`config.mk`:
```
export PLATFORM = sky130hd
export DESIGN_NAME = lru_tile_cache
export DESIGN_NICKNAME = d
export VERILOG_FILES = /design/src/rtl/core/lrutc_pkg.sv /design/src/rtl/core/lru_tile_cache.sv /design/src/rtl/core/lrutc_cell.sv
export SDC_FILE = /design/constraint.sdc
export NUM_CORES = 2
export LEC_CHECK = 0
export ABC_CLOCK_PERIOD_IN_PS = 12600
export BUFFER_PORTS_ARGS = -buffer_cell sky130_fd_sc_hd__buf_4
export CAP_MARGIN = 20
export CORE_ASPECT_RATIO = 1.5
export CORE_MARGIN = 2
export CORE_UTILIZATION = 50
export DETAILED_ROUTE_END_ITERATION = 7
export PLACE_DENSITY = 0.66
export SLEW_MARGIN = 10
export SYNTH_ARGS = -nofsm -noshare
export SYNTH_HDL_FRONTEND = slang
export SYNTH_HIERARCHICAL = 1
export SYNTH_SLANG_ARGS = --single-unit
```
`constraint.sdc`:
```
create_clock -name clk_i -period 12.6 [get_ports clk_i]
set_input_delay 1.26 -clock clk_i [delete_from_list [all_inputs] [get_ports clk_i]]
set_output_delay 1.26 -clock clk_i [all_outputs]
set_load 0.1 [all_outputs]
```
`src/rtl/core/lrutc_pkg.sv`:
```
// Shared types and constants for the LRU tile cache.
`default_nettype none

package lrutc_pkg;

  // Width of the capacity register.
  localparam int unsigned CAP_W = 5;
  // Capacity after reset.
  localparam logic [CAP_W-1:0] CAP_RESET = 5'd16;

  // Command codes on the input word.
  typedef enum logic [1:0] {
    CMD_ADD     = 2'd0,
    CMD_REFRESH = 2'd1,
    CMD_GET     = 2'd2
  } lrutc_cmd_e;

  // Per-cell update control.
  typedef struct packed {
    logic shift;  // take key/handle from the next-younger neighbor
    logic load;   // take the load key/handle
  } lrutc_ctrl_t;

endpackage

`default_nettype wire

```
`src/rtl/core/lru_tile_cache.sv`:
```
// Top level of the LRU tile cache: handshakes, occupancy, command control, cell row.
//
//   channel | dir | handshake                  | payload
//   --------+-----+----------------------------+-------------------------------------------
//   in      | in  | in_valid_i / in_ready_o    | command_i, key_i, tile_handle_i
//   out     | out | out_valid_o / out_ready_i  | hit_o, found_handle_o, evicted_valid_o,
//           |     |                            | evicted_handle_o
//   cfg     | in  | cfg_valid_i / cfg_ready_o  | cfg_active_capacity_i
//
// For each word all cells compare the key at once and the row moves by at most one
// slot at the clock edge, result registered at the same edge.
// An add that finds the occupancy above the active capacity (capacity was
// lowered) drops one oldest slot per cycle until occupancy meets capacity, then
// evicts and appends; only the first dropped handle is reported.
// Reset clears occupancy, control and the output valid; the slots need no reset.
// A new word is taken when no add is still dropping and the output register is
// free or being drained in the same cycle.
`default_nettype none

module lru_tile_cache #(
  parameter int unsigned DEPTH       = 16,
  parameter int unsigned KEY_BITS    = 48,
  parameter int unsigned HANDLE_BITS = 32
) (
  input  logic                              clk_i,
  input  logic                              rst_ni,
  // command word
  input  logic                              in_valid_i,
  output logic                              in_ready_o,
  input  logic [1:0]                        command_i,
  input  logic [KEY_BITS-1:0]               key_i,
  input  logic [HANDLE_BITS-1:0]            tile_handle_i,
  // result word
  output logic                              out_valid_o,
  input  logic                              out_ready_i,
  output logic                              hit_o,
  output logic [HANDLE_BITS-1:0]            found_handle_o,
  output logic                              evicted_valid_o,
  output logic [HANDLE_BITS-1:0]            evicted_handle_o,
  // capacity register
  input  logic                              cfg_valid_i,
  output logic                              cfg_ready_o,
  input  logic [lrutc_pkg::CAP_W-1:0]       cfg_active_capacity_i
);
  import lrutc_pkg::*;

  localparam int unsigned OCC_W = $clog2(DEPTH + 1);
  localparam int unsigned CMP_W = (OCC_W > CAP_W) ? OCC_W : CAP_W;

  // capacity register
  logic [CAP_W-1:0] cap_q;
  logic [CMP_W-1:0] cap_ext, cap_eff, occ_ext;

  assign cfg_ready_o = 1'b1;

  always_ff @(posedge clk_i or negedge rst_ni) begin
    if (!rst_ni) begin
      cap_q <= CAP_RESET;
    end else if (cfg_valid_i) begin
      cap_q <= cfg_active_capacity_i;
    end
  end

  // zero acts as one, anything above DEPTH acts as DEPTH
  assign cap_ext = CMP_W'(cap_q);
  always_comb begin
    if (cap_ext == '0) begin
      cap_eff = CMP_W'(1);
    end else if (cap_ext > CMP_W'(DEPTH)) begin
      cap_eff = CMP_W'(DEPTH);
    end else begin
      cap_eff = cap_ext;
    end
  end

  // control state
  logic [OCC_W-1:0]       occ_q, occ_d;
  logic                   busy_q, busy_d;
  logic                   out_valid_q, out_valid_d;
  logic [KEY_BITS-1:0]    key_q;
  logic [HANDLE_BITS-1:0] handle_q;
  logic [HANDLE_BITS-1:0] ev_h_q, ev_h_d;

  // result register
  logic                   hit_q, hit_d;
  logic [HANDLE_BITS-1:0] found_q, found_d;
  logic                   evv_q, evv_d;
  logic [HANDLE_BITS-1:0] evh_q, evh_d;

  logic                   in_fire, step_en, finish;
  lrutc_cmd_e             cur_cmd;
  logic [KEY_BITS-1:0]    cur_key;
  logic [HANDLE_BITS-1:0] cur_handle;

  assign occ_ext    = CMP_W'(occ_q);
  assign in_ready_o = !busy_q && (!out_valid_q || out_ready_i);
  assign in_fire    = in_valid_i && in_ready_o;
  assign step_en    = in_fire || busy_q;

  // only an add can stay busy, so the held word is always an add
  assign cur_cmd    = busy_q ? CMD_ADD : lrutc_cmd_e'(command_i);
  assign cur_key    = busy_q ? key_q : key_i;
  assign cur_handle = busy_q ? handle_q : tile_handle_i;

  // cell row wiring
  logic [KEY_BITS-1:0]    cell_key    [DEPTH];
  logic [HANDLE_BITS-1:0] cell_handle [DEPTH];
  logic                   cell_found  [DEPTH];
  logic [HANDLE_BITS-1:0] cell_sel    [DEPTH];
  lrutc_ctrl_t            cell_ctrl   [DEPTH];
  logic                   cell_live   [DEPTH];

  logic                   chain_hit;
  logic [HANDLE_BITS-1:0] chain_handle;
  assign chain_hit    = cell_found[DEPTH-1];
  assign chain_handle = cell_sel[DEPTH-1];

  // row-level command decode
  logic                   add_shift, move_en, load_en;
  logic [OCC_W-1:0]       load_pos;
  logic [HANDLE_BITS-1:0] load_handle;
  logic [HANDLE_BITS-1:0] ev_now_h;

  // first dropped handle comes from the oldest slot, later drops keep it
  assign ev_now_h = busy_q ? ev_h_q : cell_handle[0];

  always_comb begin
    add_shift   = 1'b0;
    move_en     = 1'b0;
    load_en     = 1'b0;
    load_pos    = occ_q;
    load_handle = cur_handle;
    occ_d       = occ_q;
    busy_d      = busy_q;
    ev_h_d      = ev_h_q;
    finish      = 1'b0;
    hit_d       = 1'b0;
    found_d     = '0;
    evv_d       = 1'b0;
    evh_d       = '0;
    if (step_en) begin
      case (cur_cmd)
        CMD_ADD: begin
          if (occ_ext > cap_eff) begin
            // over capacity: drop oldest, keep going next cycle
            add_shift = 1'b1;
            occ_d     = occ_q - OCC_W'(1);
            busy_d    = 1'b1;
            ev_h_d    = ev_now_h;
          end else if (occ_ext == cap_eff) begin
            // full: evict oldest and append in the same edge
            add_shift = 1'b1;
            load_en   = 1'b1;
            load_pos  = occ_q - OCC_W'(1);
            busy_d    = 1'b0;
            finish    = 1'b1;
            evv_d     = 1'b1;
            evh_d     = ev_now_h;
          end else begin
            load_en   = 1'b1;
            occ_d     = occ_q + OCC_W'(1);
            busy_d    = 1'b0;
            finish    = 1'b1;
            evv_d     = busy_q;
            evh_d     = busy_q ? ev_h_q : '0;
          end
        end
        CMD_REFRESH, CMD_GET: begin
          finish = 1'b1;
          if (chain_hit) begin
            // close the gap and put the match at the young end
            move_en     = 1'b1;
            load_en     = 1'b1;
            load_pos    = occ_q - OCC_W'(1);
            load_handle = chain_handle;
            hit_d       = 1'b1;
            found_d     = (cur_cmd == CMD_GET) ? chain_handle : '0;
          end
        end
        default: begin
          finish = 1'b1;
        end
      endcase
    end
  end

  // per-cell control
  always_comb begin
    for (int i = 0; i < DEPTH; i++) begin
      cell_live[i]       = OCC_W'(i) < occ_q;
      cell_ctrl[i].load  = load_en && (OCC_W'(i) == load_pos);
      cell_ctrl[i].shift = add_shift ||
                           (move_en && cell_found[i] && (OCC_W'(i + 1) < occ_q));
    end
  end

  for (genvar g = 0; g < DEPTH; g++) begin : g_cell
    logic [KEY_BITS-1:0]    nb_key;
    logic [HANDLE_BITS-1:0] nb_handle;
    logic                   found_in;
    logic [HANDLE_BITS-1:0] sel_in;

    if (g == DEPTH - 1) begin : g_last
      assign nb_key    = '0;
      assign nb_handle = '0;
    end else begin : g_mid
      assign nb_key    = cell_key[g+1];
      assign nb_handle = cell_handle[g+1];
    end

    if (g == 0) begin : g_first
      assign found_in = 1'b0;
      assign sel_in   = '0;
    end else begin : g_rest
      assign found_in = cell_found[g-1];
      assign sel_in   = cell_sel[g-1];
    end

    lrutc_cell #(
      .KEY_BITS    (KEY_BITS),
      .HANDLE_BITS (HANDLE_BITS)
    ) u_cell (
      .clk_i         (clk_i),
      .ctrl_i        (cell_ctrl[g]),
      .live_i        (cell_live[g]),
      .key_i         (cur_key),
      .load_handle_i (load_handle),
      .nb_key_i      (nb_key),
      .nb_handle_i   (nb_handle),
      .found_i       (found_in),
      .sel_handle_i  (sel_in),
      .key_o         (cell_key[g]),
      .handle_o      (cell_handle[g]),
      .found_o       (cell_found[g]),
      .sel_handle_o  (cell_sel[g])
    );
  end

  // output valid
  always_comb begin
    if (finish) begin
      out_valid_d = 1'b1;
    end else if (out_ready_i) begin
      out_valid_d = 1'b0;
    end else begin
      out_valid_d = out_valid_q;
    end
  end

  always_ff @(posedge clk_i or negedge rst_ni) begin
    if (!rst_ni) begin
      occ_q       <= '0;
      busy_q      <= 1'b0;
      out_valid_q <= 1'b0;
    end else begin
      occ_q       <= occ_d;
      busy_q      <= busy_d;
      out_valid_q <= out_valid_d;
    end
  end

  // held add word and first evicted handle
  always_ff @(posedge clk_i) begin
    if (in_fire) begin
      key_q    <= key_i;
      handle_q <= tile_handle_i;
    end
    ev_h_q <= ev_h_d;
  end

  always_ff @(posedge clk_i) begin
    if (finish) begin
      hit_q   <= hit_d;
      found_q <= found_d;
      evv_q   <= evv_d;
      evh_q   <= evh_d;
    end
  end

  assign out_valid_o      = out_valid_q;
  assign hit_o            = hit_q;
  assign found_handle_o   = found_q;
  assign evicted_valid_o  = evv_q;
  assign evicted_handle_o = evh_q;

endmodule

`default_nettype wire

```
`src/rtl/core/lrutc_cell.sv`:
```
// One recency slot: stored key/handle, key compare and first-match chain stage.
`default_nettype none

module lrutc_cell #(
  parameter int unsigned KEY_BITS    = 48,
  parameter int unsigned HANDLE_BITS = 32
) (
  input  logic                    clk_i,
  input  lrutc_pkg::lrutc_ctrl_t  ctrl_i,
  input  logic                    live_i,
  input  logic [KEY_BITS-1:0]     key_i,
  input  logic [HANDLE_BITS-1:0]  load_handle_i,
  input  logic [KEY_BITS-1:0]     nb_key_i,
  input  logic [HANDLE_BITS-1:0]  nb_handle_i,
  input  logic                    found_i,
  input  logic [HANDLE_BITS-1:0]  sel_handle_i,
  output logic [KEY_BITS-1:0]     key_o,
  output logic [HANDLE_BITS-1:0]  handle_o,
  output logic                    found_o,
  output logic [HANDLE_BITS-1:0]  sel_handle_o
);
  import lrutc_pkg::*;

  logic [KEY_BITS-1:0]    key_q;
  logic [HANDLE_BITS-1:0] handle_q;
  logic                   match;

  assign match        = live_i && (key_q == key_i);
  // oldest match wins: once found upstream, pass its handle through
  assign found_o      = found_i | match;
  assign sel_handle_o = found_i ? sel_handle_i : handle_q;

  assign key_o    = key_q;
  assign handle_o = handle_q;

  always_ff @(posedge clk_i) begin
    if (ctrl_i.load) begin
      key_q    <= key_i;
      handle_q <= load_handle_i;
    end else if (ctrl_i.shift) begin
      key_q    <= nb_key_i;
      handle_q <= nb_handle_i;
    end
  end

endmodule

`default_nettype wire

```
Yosys cells after proc, flatten, opt, wreduce, memory -nomap -nowiden
Cells that the tools add are included.
Cells by class
  mux-type cells: 113
  add/subtract/negate cells: 2
  reduce and logical (&&, ||, !) cells: 112
  bitwise gates (word level): 17
  order comparisons: 19
  equality and inequality tests: 35
Operator list (number)
  two-way mux 32 bit: 54
  two-way mux 48 bit: 33
  == test 48 bit: 16
  logical AND 1 bit: 66
  == test 4 x 5 -> 1 bit, first input constant: 8
  < comparator 4 x 5 -> 1 bit, first input constant: 8
  two-way mux 5 bit: 8
  nonzero test 2 bit: 17
  == test 3 x 5 -> 1 bit, first input constant: 4
  < comparator 3 x 5 -> 1 bit, first input constant: 4
  logical OR 1 bit: 18
  two-way mux 1 bit: 15
  OR 1 bit: 15
  == test 2 x 5 -> 1 bit, first input constant: 2
  logical NOT 5 bit: 2
  < comparator 1 x 5 -> 1 bit, first input constant: 2
  < comparator 2 x 5 -> 1 bit, first input constant: 2
  one-hot mux 5 bit (2 select lines): 1
  AND reduction 3 bit: 2
  adder 5 x 1 -> 5 bit, second input constant: 1
  == test 1 x 5 -> 1 bit, first input constant: 1
  == test 5 bit: 1
  > comparator 5 bit: 1
  > comparator 5 bit, second input constant: 1
  14 further kinds: 16
Storage, ports and cells
  flip-flop bits (word level): 1470
  output and inout bits: 69
  bits of input ports: 92
  word-level logic and storage cells: 341

Logic depth before layout (Yosys ltp)
  word-level depth: 26
  depth in mapped cells: 62
  gate-level depth less buffers: 28

Cells and area by module
Netlist, hierarchy kept.
Modules (own cells, without submodules)
  lrutc_cell: area each 4267.8 um^2, cells each 273, sequential area each 2402.3 um^2, times used 16
  lru_tile_cache: area each 9359.0 um^2, cells each 778, sequential area each 5646.7 um^2, times used 1

Least setup slack after synthesis
No wires, ideal clock.
  kind: reg-to-reg
  from: register busy_q
  to: register g_cell[5].u_cell.handle_q[0], enable pin
  path slack: -0.926 ns
  cell stages (with the launch flop): 63
  clock period less this slack: 13.526 ns
  data arrival time: 13.122 ns
  cells stage by stage: dfrtp_1 clkbuf_1 clkbuf_1 buf_1 mux2_2 xor2_1 a21oi_1 nor4b_1 a41o_1 buf_2 buf_2 a41o_1 buf_2 buf_2 a41o_1 buf_2 buf_2 a41o_1 (+27 left out) buf_2 buf_2 a41o_1 buf_2 buf_2 a41o_1 buf_2 buf_2 a41o_1 nor2b_1 or3_1 buf_6 mux2i_1 or4b_1 nor3_1 buf_2 buf_2 or2_2
RTL lines
  start: declaration: RTL line lru_tile_cache.sv:78  | logic busy_q, busy_d;
  start signal: assignment: RTL line lru_tile_cache.sv:257  | busy_q <= busy_d;
  end signal: assignment: RTL line lrutc_cell.sv:39  | handle_q <= load_handle_i;
  end signal: assignment: RTL line lrutc_cell.sv:42  | handle_q <= nb_handle_i;
  end: declaration: RTL line lrutc_cell.sv:25  | logic [HANDLE_BITS-1:0] handle_q;

==> metrics.cfg <==
[setup_path]
worst-path-max-fanout=46
critical-path-max-stage-delay_ns=0.94
critical_path.endpoint_type=register
crit_top_cell=a41o_1
cp_data_arrival_time_ns=11.89
timing.critical_path.required_ns=13.02
worst-setup-path-type=register to register
crit_path_top_delay_cell=dfrtp_4
start_kind=register

[floorplan]
initial_utilization=0.5023
core_area_mm2=0.1546
floorplan.rows=177
ioPinCount=161
die_area_mm2=0.1585
dieHeight_um=486.6
die_w_um=325.8

[power_and_ir_drop]
pwr_density_cell_mw_per_mm2=208.1
max-vdd-ir-drop_v=0.0001983
power_report.internal_total_uw=11930
p_sw_frac=0.3385
power.net_switching_uw=6107
combinational_share_of_power=0.319
cellLeakagePower_uw=0.02800
power.share.clock=0.239
power_frac_seq=0.442

[timing]
hold_viol=0
max-slew-margin-rel=0.2036
timing.final.max_slew_violations=0
worst_clock_skew_ns=0.03526
finalSetupTns_ns=0
min_period_ns=11.48
max_freq_ghz=0.08714
post-route-period-util=0.9108
worstMarginPinSlew_ns=1.195
setup_viol=0
timing.final.ws_setup_ns=1.124
grt_setup_unrepaired=no

[routing]
initial_drc_count=2366
drc=0
wire_per_inst_um=25.59
via_count=43583
route.detailed.vias_per_inst=5.728
drt_wl_total_mm=194.7
antenna_violating_nets_post_route=0
drt_pre_antenna_iters=5

[global_route]
grt_pass1_vias=47474
grt_max_degree=82
wire_length_of_the_first_global_routing_pass_mm=292.2
groute.usage.overall=0.2443
antenna_violations_before_repair=1
gr-total-overflow=0

[cells_and_area]
num-nets-final=5541
final_cell_mix=mux2_2 (1801), edfxtp_1 (1458), xnor2_1 (725), buf_4 (274), nand4_1 (161)
synthToLayoutAreaGrowth_pct=11.63
drive_gt1_frac=0.4353
fillers=12774
layout.cells.most_common=mux2_2

[yosys]
cell_area_after_synthesis_mm2=0.07764
synth_top_area_share=0.5639
synth.lib_cells_used.distinct=63
synth_area_leaders=edfxtp_1 (56%), mux2_2 (27%), xnor2_1 (8.2%)
ys_ff_latch=1470
synth-async-reset-ratio=0.008163
synth_cells=5146
synth_enable_flop_cells=1458
post-synth-top-area-cell=edfxtp_1
postSynth.topFlopCell=edfxtp_1
yosysWarningCount=6
syn-mean-instance-area_um2=15.09
synth-seq-area-share=0.5678

[place]
portBuffers=159
routabilityCongestion=0.8813
post-place-ws_ns=1.114
dp_hpwl_mm=138.3

[clocking]
cts-buffers-inserted=151
numClockSinks=1470
tritoncts=built
worstSkewPairLatency_ns=0.80
cts_buffer_depth=3
cts.root.buffer_cell=clkbuf_16
post_cts_resized=0
post-cts-setup-buffers=0
clkTransAtPathRegs_ns=0.06
cts.htree.levels=4
cts-hold-fix-buffers=0

[worst_hold_path]
hp-class=input pin to asynchronous set/reset pin

[run_status]
outcome=finished, final reports clean

[run]
drv.max_cap_violation_count=0

==> synthesized netlist by cell type (19+ instances only) <==
cell	n
a21oi_1	24
and2_1	32
and4_1	32
buf_2	209
clkbuf_1	40
edfxtp_1	1458
inv_1	61
mux2_2	1844
mux2i_1	34
nand2_1	133
nand3_1	23
nand4_1	161
nor2_1	32
nor3_1	23
nor4_1	33
nor4b_1	19
o21ai_0	89
or2_2	19
xnor2_1	725
xor2_1	33
==> final cells by class <==
type	count	area, µm²	area share
flip-flops and latches	1470	44090	0.5086
multi-input cells	3467	32820	0.3787
clock buffers	187	4051	0.04674
well taps	2058	2575	0.02971
repair buffers	287	2350	0.02711
clock inverters	78	558.0	0.006438
inverters	61	229.0	0.002642
diodes	1	2.502	0.00002887
==> kinds of logic (layout without fill, tap and decap cells) <==
kind of cell,after synthesis,in the layout,synth area share
AO/OA/AOI/OAI,180,180,0.01515
XOR/XNOR,758,758,0.08550
adder cells (fa/ha/maj),11,11,0.001773
buffers and inverters,321,613,0.01966
flip-flops,1470,1470,0.5678
multiplexers,1878,1878,0.2718
other,2,115,0.00009672
AND/OR/NAND/NOR,526,526,0.03824
==> metal layers <==
| metal | GRT usage | up-vias | share of wire |
|---|---|---|---|
| met1 | 0.2399 | 22448 | 0.34 |
| met3 | 0.02508 | 373 | 0.022 |
| met5 | 0 | - | 0 |
| li1 | - | 20062 | - |
| met4 | 0.1255 | 0 | 0.052 |
| met2 | 0.4947 | 700 | 0.58 |
==> per-stage QoR <==
| step | hold slack (ns) | utilization | area [µm²] | std cells | power [µW] |
|---|---|---|---|---|---|
| floorplan | 0.4813 | - | 78330 | 5258 | 11980 |
| global placement | 0.5265 | 0.5288 | 81740 | 7328 | 13740 |
| detailed placement | 0.5316 | 0.5299 | 81910 | 7337 | 13840 |
| CTS | 0.2699 | 0.5597 | 86520 | 7602 | 18190 |
| global route | 0.3008 | 0.5607 | 86680 | 7609 | 18840 |
| finish | 0.3264 | 0.5607 | 86680 | 7609 | 18040 |
==> power groups by stage <==
stage	Combinational [µW]	Clock (µW)	Sequential, µW
after floorplan	3560	0	8420
after global placement	5650	0	8090
after detailed placement	5740	0	8110
after CTS	5760	4420	8010
after global routing	6120	4580	8130
final	5750	4310	7970
==> registers in the layout, indices dropped and copies added (netlist names) <==
register	count
g_cell.u_cell/handle_o	512
ev_h_q	32
occ_ext	5
found_handle_o	32
key_q	48
evicted_valid_o	1
out_valid_o	1
g_cell.u_cell/key_o	768
busy_q	1
hit_o	1
handle_q	32
cap_ext	5
evicted_handle_o	32
==> worst paths after layout <==
| path | startpoint | cells past startpoint | slack [ns] | to |
|---|---|---|---|---|
| max reg2reg | busy_q$_DFFE_PN0P_ | 30 | 1.12 | g_cell[15].u_cell/key_o[6]$_DFFE_PP_ |
| min | rst_ni | 1 | 0.33 | cap_ext[1]$_DFFE_PN0P_ |
| max | busy_q$_DFFE_PN0P_ | 30 | 1.12 | g_cell[15].u_cell/key_o[6]$_DFFE_PP_ |
| min reg2reg | cap_ext[0]$_DFFE_PN0P_ | 1 | 0.55 | cap_ext[0]$_DFFE_PN0P_ |
| min in group clk_i | cap_ext[0]$_DFFE_PN0P_ | 1 | 0.55 | cap_ext[0]$_DFFE_PN0P_ |
| max in group asynchronous | rst_ni | 1 | 12.01 | cap_ext[4]$_DFFE_PN1P_ |
==> worst max-delay path, delay by kind of cell (launching register included) <==
family | cells | cell delay, ns
buf+inv | 3 | 1.18
flops | 1 | 0.94
xor+xnor | 1 | 0.22
simple gates | 7 | 2.35
mux | 1 | 0.49
compound gates | 18 | 5.61
(Power assumes the default switching activity.)
